### src/rtl/abpf_pkg.sv
// package: format mode codes, fixed-point constants and pipeline types for the alpha blender
`timescale 1ns / 1ps

package abpf_pkg;

  localparam logic [1:0] MODE_RGBA8_RGBA8  = 2'd0;
  localparam logic [1:0] MODE_RGBA8_RGB8   = 2'd1;
  localparam logic [1:0] MODE_RGBA8_RGB565 = 2'd2;
  localparam logic [1:0] MODE_RGBA4_RGB565 = 2'd3;

  localparam logic       REG_FORMAT_MODE  = 1'b0;
  localparam logic       REG_GLOBAL_ALPHA = 1'b1;

  localparam logic [7:0]  GLOBAL_ALPHA_RESET = 8'd255;
  localparam logic [15:0] WEIGHT16_ONE       = 16'hFFFF;
  localparam logic [15:0] WEIGHT8_ONE        = 16'd255;

  // reciprocal of 15 in q15, exact floor for numerators below 3826
  localparam logic [11:0] DIV15_MUL   = 12'd2185;
  localparam int          DIV15_SHIFT = 15;

  localparam int NUM_LANES = 3;

  typedef struct packed {
    logic [15:0] w;
    logic [15:0] wn;
    logic        nz;
  } weight_t;

  typedef struct packed {
    logic [15:0] w;
    logic [15:0] wn;
    logic [7:0]  x;
    logic [7:0]  y;
  } lane_op_t;

  typedef struct packed {
    logic [7:0]  red;
    logic [7:0]  green;
    logic [7:0]  blue;
    logic [7:0]  alpha;
    logic [15:0] word;
    logic        last;
  } dst_t;

  typedef struct packed {
    logic [7:0]  red;
    logic [7:0]  green;
    logic [7:0]  blue;
    logic [11:0] rgba4_hi;
  } src_t;

endpackage

### src/rtl/alpha_blend_pixel_formats_core.sv
// top level: alpha blend of one pixel per clock while the output is not stalled, in four pixel format modes
//
//   channel  ports       handshake     content
//   input    in_*        valid/ready   source and destination pixel, row end flag
//   output   out_*       valid/ready   blended pixel, blend flag, row end flag
//   config   cfg_*       write enable  format_mode (index 0), global_alpha (index 1)
//
// pipeline stages: alpha product, weight with divide by 15, lane products, sum and format
// one transaction per clock sustained while out_ready is high; the lane multipliers set the stage depth
// synchronous active-low reset clears the stage valid bits and the config registers
// a stall at the output holds a full stage only while every later stage is full, empty stages keep filling
`timescale 1ns / 1ps

module alpha_blend_pixel_formats_core import abpf_pkg::*; (
  input  logic          clk,
  input  logic          rst_n,

  input  logic          cfg_we,
  input  logic          cfg_index,
  input  logic [7:0]    cfg_data,

  input  logic          in_valid,
  output logic          in_ready,
  input  logic [7:0]    in_src_red,
  input  logic [7:0]    in_src_green,
  input  logic [7:0]    in_src_blue,
  input  logic [7:0]    in_src_alpha,
  input  logic [15:0]   in_src_rgba4_word,
  input  logic [7:0]    in_dst_red,
  input  logic [7:0]    in_dst_green,
  input  logic [7:0]    in_dst_blue,
  input  logic [7:0]    in_dst_alpha,
  input  logic [15:0]   in_dst_rgb565_word,
  input  logic          in_row_last,

  output logic          out_valid,
  input  logic          out_ready,
  output logic [7:0]    out_red,
  output logic [7:0]    out_green,
  output logic [7:0]    out_blue,
  output logic [7:0]    out_alpha,
  output logic [15:0]   out_rgb565_word,
  output logic          out_was_blended,
  output logic          out_last
);

  logic [1:0]  format_mode_r;
  logic [7:0]  global_alpha_r;

  logic        v1_r, v2_r, v3_r, v4_r;
  logic        en1, en2, en3, en4;

  logic [1:0]  m1_r, m2_r, m3_r, m4_r;
  src_t        src1_r;
  dst_t        dst1_r, dst2_r, dst3_r;

  logic [7:0]  x_nxt [NUM_LANES];
  logic [7:0]  y_nxt [NUM_LANES];
  logic [7:0]  x2_r  [NUM_LANES];
  logic [7:0]  y2_r  [NUM_LANES];

  weight_t     weight;
  logic        nz3_r;
  lane_op_t    lane_op [NUM_LANES];
  logic [23:0] lane_sum [NUM_LANES];

  logic [7:0]  red_nxt, green_nxt, blue_nxt;
  logic [15:0] word_nxt;

  // config registers
  always_ff @(posedge clk) begin
    if (!rst_n) begin
      format_mode_r  <= MODE_RGBA8_RGBA8;
      global_alpha_r <= GLOBAL_ALPHA_RESET;
    end else if (cfg_we) begin
      unique case (cfg_index)
        REG_FORMAT_MODE:  format_mode_r  <= cfg_data[1:0];
        REG_GLOBAL_ALPHA: global_alpha_r <= cfg_data;
        default: ;
      endcase
    end
  end

  // stage enables
  assign en4      = !v4_r || out_ready;
  assign en3      = !v3_r || en4;
  assign en2      = !v2_r || en3;
  assign en1      = !v1_r || en2;
  assign in_ready = en1;

  always_ff @(posedge clk) begin
    if (!rst_n) begin
      v1_r <= 1'b0;
      v2_r <= 1'b0;
      v3_r <= 1'b0;
      v4_r <= 1'b0;
    end else begin
      if (en1) v1_r <= in_valid;
      if (en2) v2_r <= v1_r;
      if (en3) v3_r <= v2_r;
      if (en4) v4_r <= v3_r;
    end
  end

  // stage 1
  always_ff @(posedge clk) begin
    if (en1) begin
      m1_r            <= format_mode_r;
      src1_r.red      <= in_src_red;
      src1_r.green    <= in_src_green;
      src1_r.blue     <= in_src_blue;
      src1_r.rgba4_hi <= in_src_rgba4_word[15:4];
      dst1_r.red      <= in_dst_red;
      dst1_r.green    <= in_dst_green;
      dst1_r.blue     <= in_dst_blue;
      dst1_r.alpha    <= in_dst_alpha;
      dst1_r.word     <= in_dst_rgb565_word;
      dst1_r.last     <= in_row_last;
    end
  end

  abpf_weight u_weight (
    .clk          (clk),
    .en1          (en1),
    .en2          (en2),
    .mode         (format_mode_r),
    .mode_s1      (m1_r),
    .global_alpha (global_alpha_r),
    .src_alpha    (in_src_alpha),
    .src_alpha4   (in_src_rgba4_word[3:0]),
    .weight       (weight)
  );

  // stage 2 lane operands, lane 0 is the top field of a 565 word
  always_comb begin
    unique case (m1_r)
      MODE_RGBA8_RGBA8,
      MODE_RGBA8_RGB8: begin
        x_nxt[0] = src1_r.red;
        x_nxt[1] = src1_r.green;
        x_nxt[2] = src1_r.blue;
        y_nxt[0] = dst1_r.red;
        y_nxt[1] = dst1_r.green;
        y_nxt[2] = dst1_r.blue;
      end
      MODE_RGBA8_RGB565: begin
        x_nxt[0] = src1_r.blue;
        x_nxt[1] = src1_r.green;
        x_nxt[2] = src1_r.red;
        y_nxt[0] = {dst1_r.word[15:11], 3'b0};
        y_nxt[1] = {dst1_r.word[10:5], 2'b0};
        y_nxt[2] = {dst1_r.word[4:0], 3'b0};
      end
      default: begin
        x_nxt[0] = {3'b0, src1_r.rgba4_hi[11:8], 1'b1};
        x_nxt[1] = {2'b0, src1_r.rgba4_hi[7:4], 2'b10};
        x_nxt[2] = {3'b0, src1_r.rgba4_hi[3:0], 1'b1};
        y_nxt[0] = {3'b0, dst1_r.word[15:11]};
        y_nxt[1] = {2'b0, dst1_r.word[10:5]};
        y_nxt[2] = {3'b0, dst1_r.word[4:0]};
      end
    endcase
  end

  always_ff @(posedge clk) begin
    if (en2) begin
      m2_r   <= m1_r;
      dst2_r <= dst1_r;
      x2_r   <= x_nxt;
      y2_r   <= y_nxt;
    end
  end

  // stage 3 lanes
  for (genvar i = 0; i < NUM_LANES; i++) begin : g_lane
    assign lane_op[i].w  = weight.w;
    assign lane_op[i].wn = weight.wn;
    assign lane_op[i].x  = x2_r[i];
    assign lane_op[i].y  = y2_r[i];

    abpf_lane u_lane (
      .clk (clk),
      .en  (en3),
      .op  (lane_op[i]),
      .sum (lane_sum[i])
    );
  end

  always_ff @(posedge clk) begin
    if (en3) begin
      m3_r   <= m2_r;
      nz3_r  <= weight.nz;
      dst3_r <= dst2_r;
    end
  end

  // stage 4 format select
  always_comb begin
    red_nxt   = 8'd0;
    green_nxt = 8'd0;
    blue_nxt  = 8'd0;
    word_nxt  = 16'd0;
    unique case (m3_r)
      MODE_RGBA8_RGBA8,
      MODE_RGBA8_RGB8: begin
        red_nxt   = nz3_r ? lane_sum[0][23:16] : dst3_r.red;
        green_nxt = nz3_r ? lane_sum[1][23:16] : dst3_r.green;
        blue_nxt  = nz3_r ? lane_sum[2][23:16] : dst3_r.blue;
      end
      MODE_RGBA8_RGB565: begin
        word_nxt = nz3_r ? {lane_sum[0][15:11], lane_sum[1][15:10], lane_sum[2][15:11]}
                         : dst3_r.word;
      end
      default: begin
        word_nxt = nz3_r ? {lane_sum[0][12:8], lane_sum[1][13:8], lane_sum[2][12:8]}
                         : dst3_r.word;
      end
    endcase
  end

  always_ff @(posedge clk) begin
    if (en4) begin
      m4_r            <= m3_r;
      out_red         <= red_nxt;
      out_green       <= green_nxt;
      out_blue        <= blue_nxt;
      out_alpha       <= dst3_r.alpha;
      out_rgb565_word <= word_nxt;
      out_was_blended <= nz3_r;
      out_last        <= dst3_r.last;
    end
  end

  assign out_valid = v4_r;

  a_reset_empty: assert property (@(posedge clk) !rst_n |=> !out_valid)
    else $error("output valid right after reset");

  a_565_rgb_zero: assert property (@(posedge clk) disable iff (!rst_n)
    out_valid && (m4_r == MODE_RGBA8_RGB565 || m4_r == MODE_RGBA4_RGB565)
    |-> out_red == 8'd0 && out_green == 8'd0 && out_blue == 8'd0)
    else $error("rgb channels nonzero in a 565 mode");

  a_rgb_word_zero: assert property (@(posedge clk) disable iff (!rst_n)
    out_valid && (m4_r == MODE_RGBA8_RGBA8 || m4_r == MODE_RGBA8_RGB8)
    |-> out_rgb565_word == 16'd0)
    else $error("565 word nonzero in an rgb mode");

  a_weight8_range: assert property (@(posedge clk) disable iff (!rst_n)
    v3_r && (m3_r == MODE_RGBA8_RGB565 || m3_r == MODE_RGBA4_RGB565)
    |-> $past(weight.w[15:8]) == 8'd0 || !$past(en3))
    else $error("8-bit weight out of range");

  a_stall_holds: assert property (@(posedge clk) disable iff (!rst_n)
    v1_r && v2_r && v3_r && v4_r && !out_ready |-> !in_ready)
    else $error("input taken while the pipeline is full and stalled");

endmodule

### src/rtl/abpf_weight.sv
// effective alpha: global alpha product, then per-mode weight and complement
`timescale 1ns / 1ps

module abpf_weight import abpf_pkg::*; (
  input  logic          clk,
  input  logic          en1,
  input  logic          en2,
  input  logic [1:0]    mode,
  input  logic [1:0]    mode_s1,
  input  logic [7:0]    global_alpha,
  input  logic [7:0]    src_alpha,
  input  logic [3:0]    src_alpha4,
  output weight_t       weight
);

  logic [15:0] a_raw_r;
  logic [7:0]  a_sel;
  logic [23:0] div_prod;
  logic [7:0]  a_div15;
  logic [15:0] w_sel;
  weight_t     weight_nxt;
  weight_t     weight_r;

  assign a_sel = (mode == MODE_RGBA4_RGB565) ? {4'b0, src_alpha4} : src_alpha;

  always_ff @(posedge clk) begin
    if (en1) begin
      a_raw_r <= global_alpha * a_sel;
    end
  end

  assign div_prod = a_raw_r[11:0] * DIV15_MUL;
  assign a_div15  = div_prod[DIV15_SHIFT +: 8];

  always_comb begin
    unique case (mode_s1)
      MODE_RGBA8_RGBA8,
      MODE_RGBA8_RGB8: begin
        w_sel         = a_raw_r;
        weight_nxt.wn = WEIGHT16_ONE - a_raw_r;
      end
      MODE_RGBA8_RGB565: begin
        w_sel         = {8'b0, a_raw_r[15:8]};
        weight_nxt.wn = WEIGHT8_ONE - {8'b0, a_raw_r[15:8]};
      end
      default: begin
        w_sel         = {8'b0, a_div15};
        weight_nxt.wn = WEIGHT8_ONE - {8'b0, a_div15};
      end
    endcase
    weight_nxt.w  = w_sel;
    weight_nxt.nz = (w_sel != 16'd0);
  end

  always_ff @(posedge clk) begin
    if (en2) begin
      weight_r <= weight_nxt;
    end
  end

  assign weight = weight_r;

endmodule

### src/rtl/abpf_lane.sv
// one color lane: registered source and destination products, then their sum
`timescale 1ns / 1ps

module abpf_lane import abpf_pkg::*; (
  input  logic          clk,
  input  logic          en,
  input  lane_op_t      op,
  output logic [23:0]   sum
);

  logic [23:0] prod_src_r;
  logic [23:0] prod_dst_r;

  always_ff @(posedge clk) begin
    if (en) begin
      prod_src_r <= op.w * op.x;
      prod_dst_r <= op.wn * op.y;
    end
  end

  assign sum = prod_src_r + prod_dst_r;

endmodule
### config.mk
export PLATFORM = sky130hd
export DESIGN_NAME = alpha_blend_pixel_formats_core
export DESIGN_NICKNAME = d
export VERILOG_FILES = /design/src/rtl/abpf_pkg.sv /design/src/rtl/alpha_blend_pixel_formats_core.sv /design/src/rtl/abpf_weight.sv /design/src/rtl/abpf_lane.sv
export SDC_FILE = /design/constraint.sdc
export NUM_CORES = 2
export LEC_CHECK = 0
export BUFFER_PORTS_ARGS = -buffer_cell sky130_fd_sc_hd__buf_2
export CAP_MARGIN = 20
export CORE_MARGIN = 5
export CORE_UTILIZATION = 60
export DETAILED_ROUTE_END_ITERATION = 10
export HOLD_SLACK_MARGIN = 0.03
export PLACE_DENSITY = 0.74
export SETUP_SLACK_MARGIN = 0.2
export SKIP_LAST_GASP = 1
export SYNTH_ARGS = -nofsm -noshare
export SYNTH_HDL_FRONTEND = slang
export SYNTH_SLANG_ARGS = --single-unit
### constraint.sdc
create_clock -name clk -period 10.5 [get_ports clk]
set_input_delay 0 -clock clk [delete_from_list [all_inputs] [get_ports clk]]
set_output_delay 0 -clock clk [all_outputs]
set_load 0.01 [all_outputs]
# [After elaboration in Yosys (flattened, before gate mapping)]
# Index checks and enable logic that the tools add are counted.
# W data, S select, Z words.
[word_totals] output_inout_bits=52 inputBits=111 elab_cells=101 reg_bits=495
[op_classes] n_eq_ne=5 mul=8 reduce_logical=15 mux=11 addsub=6 n_bitwise=1
[op_table] op="$mul A16 B8 Y24" count=6
[op_table] op="$pmux W16 S2" count=3
[op_table] op="$pmux W24 S2" count=2
[op_table] op="$add A24 B24 Y24" count=3
[op_table] op="$mux W16" count=2
[op_table] op="$mux W8" count=4
[op_table] op="$mul A12 B12 Y23 const B" count=1
[op_table] op="$sub A8 B8 Y9 const A" count=2
[op_table] op="$mul A8 B8 Y16" count=1
[op_table] op="$reduce_bool A16 Y1" count=1
[op_table] op="$sub A16 B16 Y16 const A" count=1
[op_table] op="$eq A2 B2 Y1 const B" count=3
[op_table] op="$eq A2 B1 Y1 const B" count=2
[op_table] op="$logic_not A1 Y1" count=4
[op_table] op="$logic_not A2 Y1" count=2
[op_table] op="$logic_or A1 B1 Y1" count=4
[op_table] op="$reduce_and A2 Y1" count=2
[op_table] op="$reduce_or A2 Y1" count=2
[op_table] op="$not A1 Y1" count=1

# [Depth between registers and ports, before layout]
[logic_depth] ltp_word=5 ltp_mapped=22 ltp_nobuf=22

# [By module]
# From an unflattened synthesis, not the netlist that was laid out.
[unflattened] hier_cells=4573 area_unflattened_um2=48381.4
[by_module_without_submodules] module="abpf_lane (g_lane[1].u_lane)" area_per_inst_um2=10953.0 n_inst=1 cells_per_inst=1185 seq_area_each_um2=1441.4
[by_module_without_submodules] module="abpf_lane (g_lane[0].u_lane)" area_per_inst_um2=10824.1 n_inst=1 cells_per_inst=1152 seq_area_each_um2=1441.4
[by_module_without_submodules] module="alpha_blend_pixel_formats_core" area_per_inst_um2=10645.2 n_inst=1 cells_per_inst=597 seq_area_each_um2=8928.6
[by_module_without_submodules] module="abpf_lane (g_lane[2].u_lane)" area_per_inst_um2=10621.4 n_inst=1 cells_per_inst=1130 seq_area_each_um2=1441.4
[by_module_without_submodules] module="abpf_weight" area_per_inst_um2=5337.6 n_inst=1 cells_per_inst=509 seq_area_each_um2=1471.4

# [Worst setup path before layout]
# No wires, ideal clock.
[synth_path] path_type="flip-flop to flip-flop" start="register v4_r (netlist: out_valid)" end="register dst3_r[0] (netlist bit) (enable)" setup_time_ps=1563 arrival_ps=3843 path_stages_with_launch=3 path_buffers=0 slack_ps=5094 required_time_ps=8937 period_less_slack_ps=5406 path_cell_list="dfxtp_1 > nor2b_1 > nand2_1"
[synth_via] elab_chain_cells=3
[synth_lines] item="start: declaration" line="alpha_blend_pixel_formats_core.sv:50" text="logic v1_r, v2_r, v3_r, v4_r;"
[synth_lines] item="start signal: assignment" line="alpha_blend_pixel_formats_core.sv:101" text="if (en4) v4_r <= v3_r;"
[synth_lines] item="$logic_not A1 Y1" line="alpha_blend_pixel_formats_core.sv:85" text="assign en4 = !v4_r || out_ready;"
[synth_lines] item="$logic_or A1 B1 Y1" line="alpha_blend_pixel_formats_core.sv:85"
[synth_lines] item="$logic_or A1 B1 Y1" line="alpha_blend_pixel_formats_core.sv:86" text="assign en3 = !v3_r || en4;"
[synth_lines] item="via en3" line="alpha_blend_pixel_formats_core.sv:51" text="logic en1, en2, en3, en4;"
[synth_lines] item="end signal: assignment" line="alpha_blend_pixel_formats_core.sv:193" text="dst3_r <= dst2_r;"
[synth_lines] item="end: declaration" line="alpha_blend_pixel_formats_core.sv:55" text="dst_t dst1_r, dst2_r, dst3_r;"
# The timed path passes the listed nets, and every way through them passes these cells.
# A chain may end at the register's enable or synchronous reset.

# [Final worst setup path]
[layout_path] start="register format_mode_r[0]" end="register u_weight.a_raw_r[13], data pin"
[layout_via] elab_chain_cells=3
[layout_lines] item="start: declaration" line="alpha_blend_pixel_formats_core.sv:47" text="logic [1:0] format_mode_r;"
[layout_lines] item="start signal: assignment" line="alpha_blend_pixel_formats_core.sv:77" text="REG_FORMAT_MODE: format_mode_r <= cfg_data[1:0];"
[layout_lines] item="$eq A2 B2 Y1" line="abpf_weight.sv:24" text="assign a_sel = (mode == MODE_RGBA4_RGB565) ? {4'b0, src_alpha4} : src_alpha;"
[layout_lines] item="$mux W8" line="abpf_weight.sv:24"
[layout_lines] item="$mul A8 B8 Y16" line="abpf_weight.sv:28" text="a_raw_r <= global_alpha * a_sel;"
[layout_lines] item="end signal: assignment" line="abpf_weight.sv:28"
[layout_lines] item="end: declaration" line="abpf_weight.sv:16" text="logic [15:0] a_raw_r;"
# No other way between the ends.

==> impl_metrics.xml <==
<?xml version="1.0" encoding="UTF-8"?>
<metrics>
  <group name="cts">
    <metric name="ctsRootBufferMaster" unit="">clkbuf_16</metric>
    <metric name="cts_tree" unit="">done</metric>
    <metric name="h-tree-depth" unit="">2</metric>
    <metric name="post-cts-setup-buffers" unit="">0</metric>
    <metric name="cts_buffers" unit="">53</metric>
    <metric name="cts_buffer_depth" unit="">3</metric>
    <metric name="insertion_delay" unit="ns">0.63</metric>
    <metric name="cts_hold_buffers_added" unit="">119</metric>
    <metric name="clk_pin_slew_worst_paths" unit="ns">0.07</metric>
    <metric name="post_cts.resized_instances" unit="">0</metric>
    <metric name="cts_num_sinks" unit="">495</metric>
  </group>
  <group name="drt">
    <metric name="vias_after_detailed_routing" unit="">30915</metric>
    <metric name="routed_via_density" unit="">5.65</metric>
    <metric name="drc" unit="">0</metric>
    <metric name="drt_wl_total" unit="microns">110000</metric>
    <metric name="firstDrtPassIters" unit="">6</metric>
    <metric name="detailedRoute.firstIterationViolations" unit="">1949</metric>
    <metric name="routed_antenna_nets" unit="">0</metric>
    <metric name="drt-wirelength-per-cell" unit="microns">20.1</metric>
  </group>
  <group name="synthesis">
    <metric name="synth_enable_flop_cells" unit="">481</metric>
    <metric name="netlist_area" unit="sq um">45800</metric>
    <metric name="synth_cells" unit="">4232</metric>
    <metric name="asr_flop_ratio_synth" unit="">0</metric>
    <metric name="synth.net_count" unit="">5316</metric>
    <metric name="yosys_most_used_dff" unit="">edfxtp_1</metric>
    <metric name="ys_warn_count" unit="">0</metric>
    <metric name="synth_area_per_cell" unit="sq um">10.8</metric>
    <metric name="ys_types" unit="">71</metric>
    <metric name="synth_seq_cells" unit="">495</metric>
    <metric name="synth-seq-area-share" unit="">0.321</metric>
  </group>
  <group name="critical_path">
    <metric name="endpoint_kind" unit="">flop</metric>
    <metric name="r2r-end" unit="">u_weight.a_raw_r[13]$_DFFE_PP_</metric>
    <metric name="worst_ep_required_time" unit="ns">10.89</metric>
    <metric name="path_cells" unit="">nand2_1 -&gt; mux2i_1 -&gt; nor2b_1 -&gt; fa_1 -&gt; inv_1 -&gt; fa_1 -&gt; inv_1 -&gt; fa_1 -&gt; inv_1 -&gt; fa_1 -&gt; inv_1 -&gt; ha_1 -&gt; a21boi_0 -&gt; o21ai_0 -&gt; a21boi_0 -&gt; o21ai_0 -&gt; a21boi_0 -&gt; o21ai_0 -&gt; nor2b_1 -&gt; xnor2_1</metric>
    <metric name="setup.reg_to_reg.worst_slack" unit="ns">4.23</metric>
    <metric name="regToRegStartpoint" unit="">format_mode_r[0]$_SDFFE_PN0P_</metric>
    <metric name="worstSetupStartpointType" unit="">flop</metric>
    <metric name="worstPathArrival" unit="ns">6.66</metric>
    <metric name="timing.critical_path.slowest_stage_cell" unit="">nand2_1</metric>
    <metric name="critical_path_class" unit="">reg2reg</metric>
    <metric name="crit_path_max_fanout" unit="">36</metric>
    <metric name="r2r.worst_path.cells" unit="">20</metric>
    <metric name="cpPeakStageDelay" unit="ns">0.72</metric>
  </group>
  <group name="run_status">
    <metric name="status" unit="">finished, final reports clean</metric>
  </group>
  <group name="floorplanning">
    <metric name="die-width" unit="microns">286</metric>
    <metric name="dieArea" unit="sq um">82000</metric>
    <metric name="floorplan.initialDensity" unit="">0.604</metric>
    <metric name="die_height" unit="microns">286</metric>
    <metric name="floorplan.io_pins" unit="">163</metric>
    <metric name="floorplan.core_area" unit="sq um">75800</metric>
    <metric name="num_rows" unit="">101</metric>
  </group>
  <group name="placed_design">
    <metric name="placedCellCount" unit="">5252</metric>
    <metric name="dp_hpwl" unit="microns">80300</metric>
    <metric name="pre_cts_slack" unit="ns">4.51</metric>
    <metric name="port-buffer-count" unit="">162</metric>
    <metric name="post_dp_cell_area" unit="sq um">47500</metric>
    <metric name="gp_congestion" unit="">0.917</metric>
  </group>
  <group name="hold_path">
    <metric name="min_from" unit="">in_src_alpha[0]</metric>
    <metric name="hold-path-cell-count" unit="">4</metric>
    <metric name="hp-class" unit="">in2reg</metric>
    <metric name="hold_critical_path_endpoint" unit="">u_weight.a_raw_r[1]$_DFFE_PP_</metric>
  </group>
  <group name="final_layout">
    <metric name="layoutNonFillerInstCount" unit="">5474</metric>
    <metric name="layout.cell_area.non_filler" unit="sq um">50600</metric>
    <metric name="syn2layout_area_growth" unit="%">10.5</metric>
    <metric name="final_net_count" unit="">5533</metric>
    <metric name="fill_cells" unit="">5743</metric>
    <metric name="drive_above_1_share" unit="">0.0696</metric>
  </group>
  <group name="grt">
    <metric name="antenna_found_initial" unit="">4</metric>
    <metric name="wire_length_of_the_first_global_routing_pass" unit="microns">176000</metric>
    <metric name="grt_start_max_net_pins" unit="">85</metric>
    <metric name="first_global_vias" unit="">32853</metric>
    <metric name="gr-total-overflow" unit="">0</metric>
    <metric name="gr_usage_total" unit="">0.273</metric>
  </group>
  <group name="sta">
    <metric name="final_hold_vios" unit="">0</metric>
    <metric name="timing.final.ws_setup" unit="ns">4.23</metric>
    <metric name="slew_of_the_pin_with_the_lowest_slew_margin" unit="ns">1.09</metric>
    <metric name="final_max_tran_viols" unit="">0</metric>
    <metric name="period_share" unit="">0.597</metric>
    <metric name="setup_repair_after_global_routing_missed_its_margin" unit="">false</metric>
    <metric name="fmaxAchievable" unit="MHz">159</metric>
    <metric name="fin_tns_setup" unit="ns">0</metric>
    <metric name="relSlewSlack" unit="">0.272</metric>
    <metric name="timing.final.setup_violations" unit="">0</metric>
    <metric name="finalCriticalPeriod" unit="ns">6.27</metric>
    <metric name="worst_clock_skew" unit="ns">0.0229</metric>
  </group>
  <group name="flow_run">
    <metric name="maxcap_violations" unit="">0</metric>
  </group>
</metrics>
-- state kept, by name, indices dropped and copies added (netlist names), 33 cells and up --
register and cells:
lane_op 48, dst2_r 49, g_lane.u_lane.prod_src_r 72, u_weight.weight 33, dst3_r 49, src1_r 36, dst1_r 49, g_lane.u_lane.prod_dst_r 72
-- kinds of logic after synthesis --
group | count (synthesis) | synth area share
buffers and inverters | 847 | 0.0694
DFF | 495 | 0.321
muxes | 41 | 0.00910
xor gates and xnor gates | 163 | 0.0312
and+or+nand+nor | 1284 | 0.153
AOI/OAI and AO/OA | 429 | 0.0608
adders and majority gates | 973 | 0.355
-- how the worst max path moves through the flow --
stage / cells past startpoint / start / slack, ns / endpoint
after detailed placement: 20 / format_mode_r[0]$_SDFFE_PN0P_ / 4.51 / u_weight.a_raw_r[13]$_DFFE_PP_
after global placement: 20 / format_mode_r[0]$_SDFFE_PN0P_ / 4.60 / u_weight.a_raw_r[13]$_DFFE_PP_
after CTS: 20 / format_mode_r[0]$_SDFFE_PN0P_ / 4.52 / u_weight.a_raw_r[13]$_DFFE_PP_
final: 20 / format_mode_r[0]$_SDFFE_PN0P_ / 4.23 / u_weight.a_raw_r[13]$_DFFE_PP_
after global routing: 20 / format_mode_r[0]$_SDFFE_PN0P_ / 3.78 / u_weight.a_raw_r[15]$_DFFE_PP_
after floorplan: 2 / out_valid$_SDFFE_PN0P_ / 5.09 / dst3_r[0]$_DFFE_PP_
-- worst max-delay path: cells and delay by family, from the launching register on --
family,cells,cell delay (ns)
AND/OR/NAND/NOR,3,1.03
multiplexers,1,0.69
flip-flops,1,0.33
adder cells (fa/ha/maj),5,2.30
XOR/XNOR,1,0.12
buffers and inverters,4,0.19
AO/OA/AOI/OAI,6,1.35
-- Yosys cell counts (16+ instances only) --
cell	number	area (sq um)
a21o_1	33	248
a21oi_1	145	726
a22o_1	30	263
and2_1	621	3880
and3_1	38	238
clkbuf_1	138	518
edfxtp_1	481	14400
fa_1	547	11000
ha_1	426	5330
inv_1	700	2630
mux2i_1	36	360
nand2_1	254	953
nand2b_1	23	144
nand3_1	49	245
nor2_1	127	477
nor2b_1	72	450
nor3_1	45	225
o21a_1	18	135
o21ai_0	75	375
or3_1	16	100
xnor2_1	122	1070
xor2_1	41	359
-- final cells by class --
| cell class | count | area (sq um) | share of cell area |
|---|---|---|---|
| inverters | 700 | 2630 | 0.0520 |
| clock inverters | 45 | 512 | 0.0101 |
| repair buffers | 309 | 2230 | 0.0441 |
| multi-input cells | 2890 | 27900 | 0.552 |
| well taps | 978 | 1220 | 0.0242 |
| flip-flops and latches | 495 | 14700 | 0.291 |
| clock buffers | 55 | 1330 | 0.0264 |
| diodes | 2 | 5.00 | 0.0000989 |
-- layer usage --
| metal | global-route usage | routed length (microns) | vias up |
|---|---|---|---|
| met5 | 0 | 0 | - |
| met4 | 0.0877 | 3940 | 0 |
| met3 | 0.0384 | 6720 | 206 |
| met2 | 0.486 | 55400 | 930 |
| met1 | 0.349 | 43800 | 15625 |
| li1 | - | - | 14154 |
-- stage by stage --
stage,utilization,hold slack [ns]
final,0.667,0.0683
after CTS,0.667,0.0458
after global routing,0.667,0.0580
after floorplan,-,0.0989
after global placement,0.627,0.176
after detailed placement,0.627,0.178
-- cell usage in the layout (no fill, tap or decap), types with 11 or more instances in the layout --
| master | instances |
|---|---|
| clkbuf_16 | 53 |
| nor2b_1 | 72 |
| and2_1 | 621 |
| nor2_1 | 124 |
| mux2i_1 | 36 |
| a22o_1 | 30 |
| nand2_1 | 252 |
| o21ai_0 | 75 |
| o21bai_1 | 14 |
| a21boi_0 | 11 |
| a211oi_1 | 14 |
| and3_1 | 38 |
| dlygate4sd3_1 | 119 |
| inv_1 | 698 |
| a21o_1 | 33 |
| fa_1 | 547 |
| nand2b_1 | 23 |
| a31oi_1 | 13 |
| dfxtp_1 | 14 |
| buf_4 | 27 |
| o21a_1 | 18 |
| edfxtp_1 | 481 |
| xor2_1 | 41 |
| a21oi_1 | 145 |
| xnor2_1 | 122 |
| nor3_1 | 45 |
| nand3_1 | 49 |
| buf_2 | 162 |
| or3_1 | 16 |
| ha_1 | 426 |
| o211ai_1 | 11 |
Power is not shown: default switching activity piles up to over one toggle a cycle in this logic, so the estimate is an artifact.
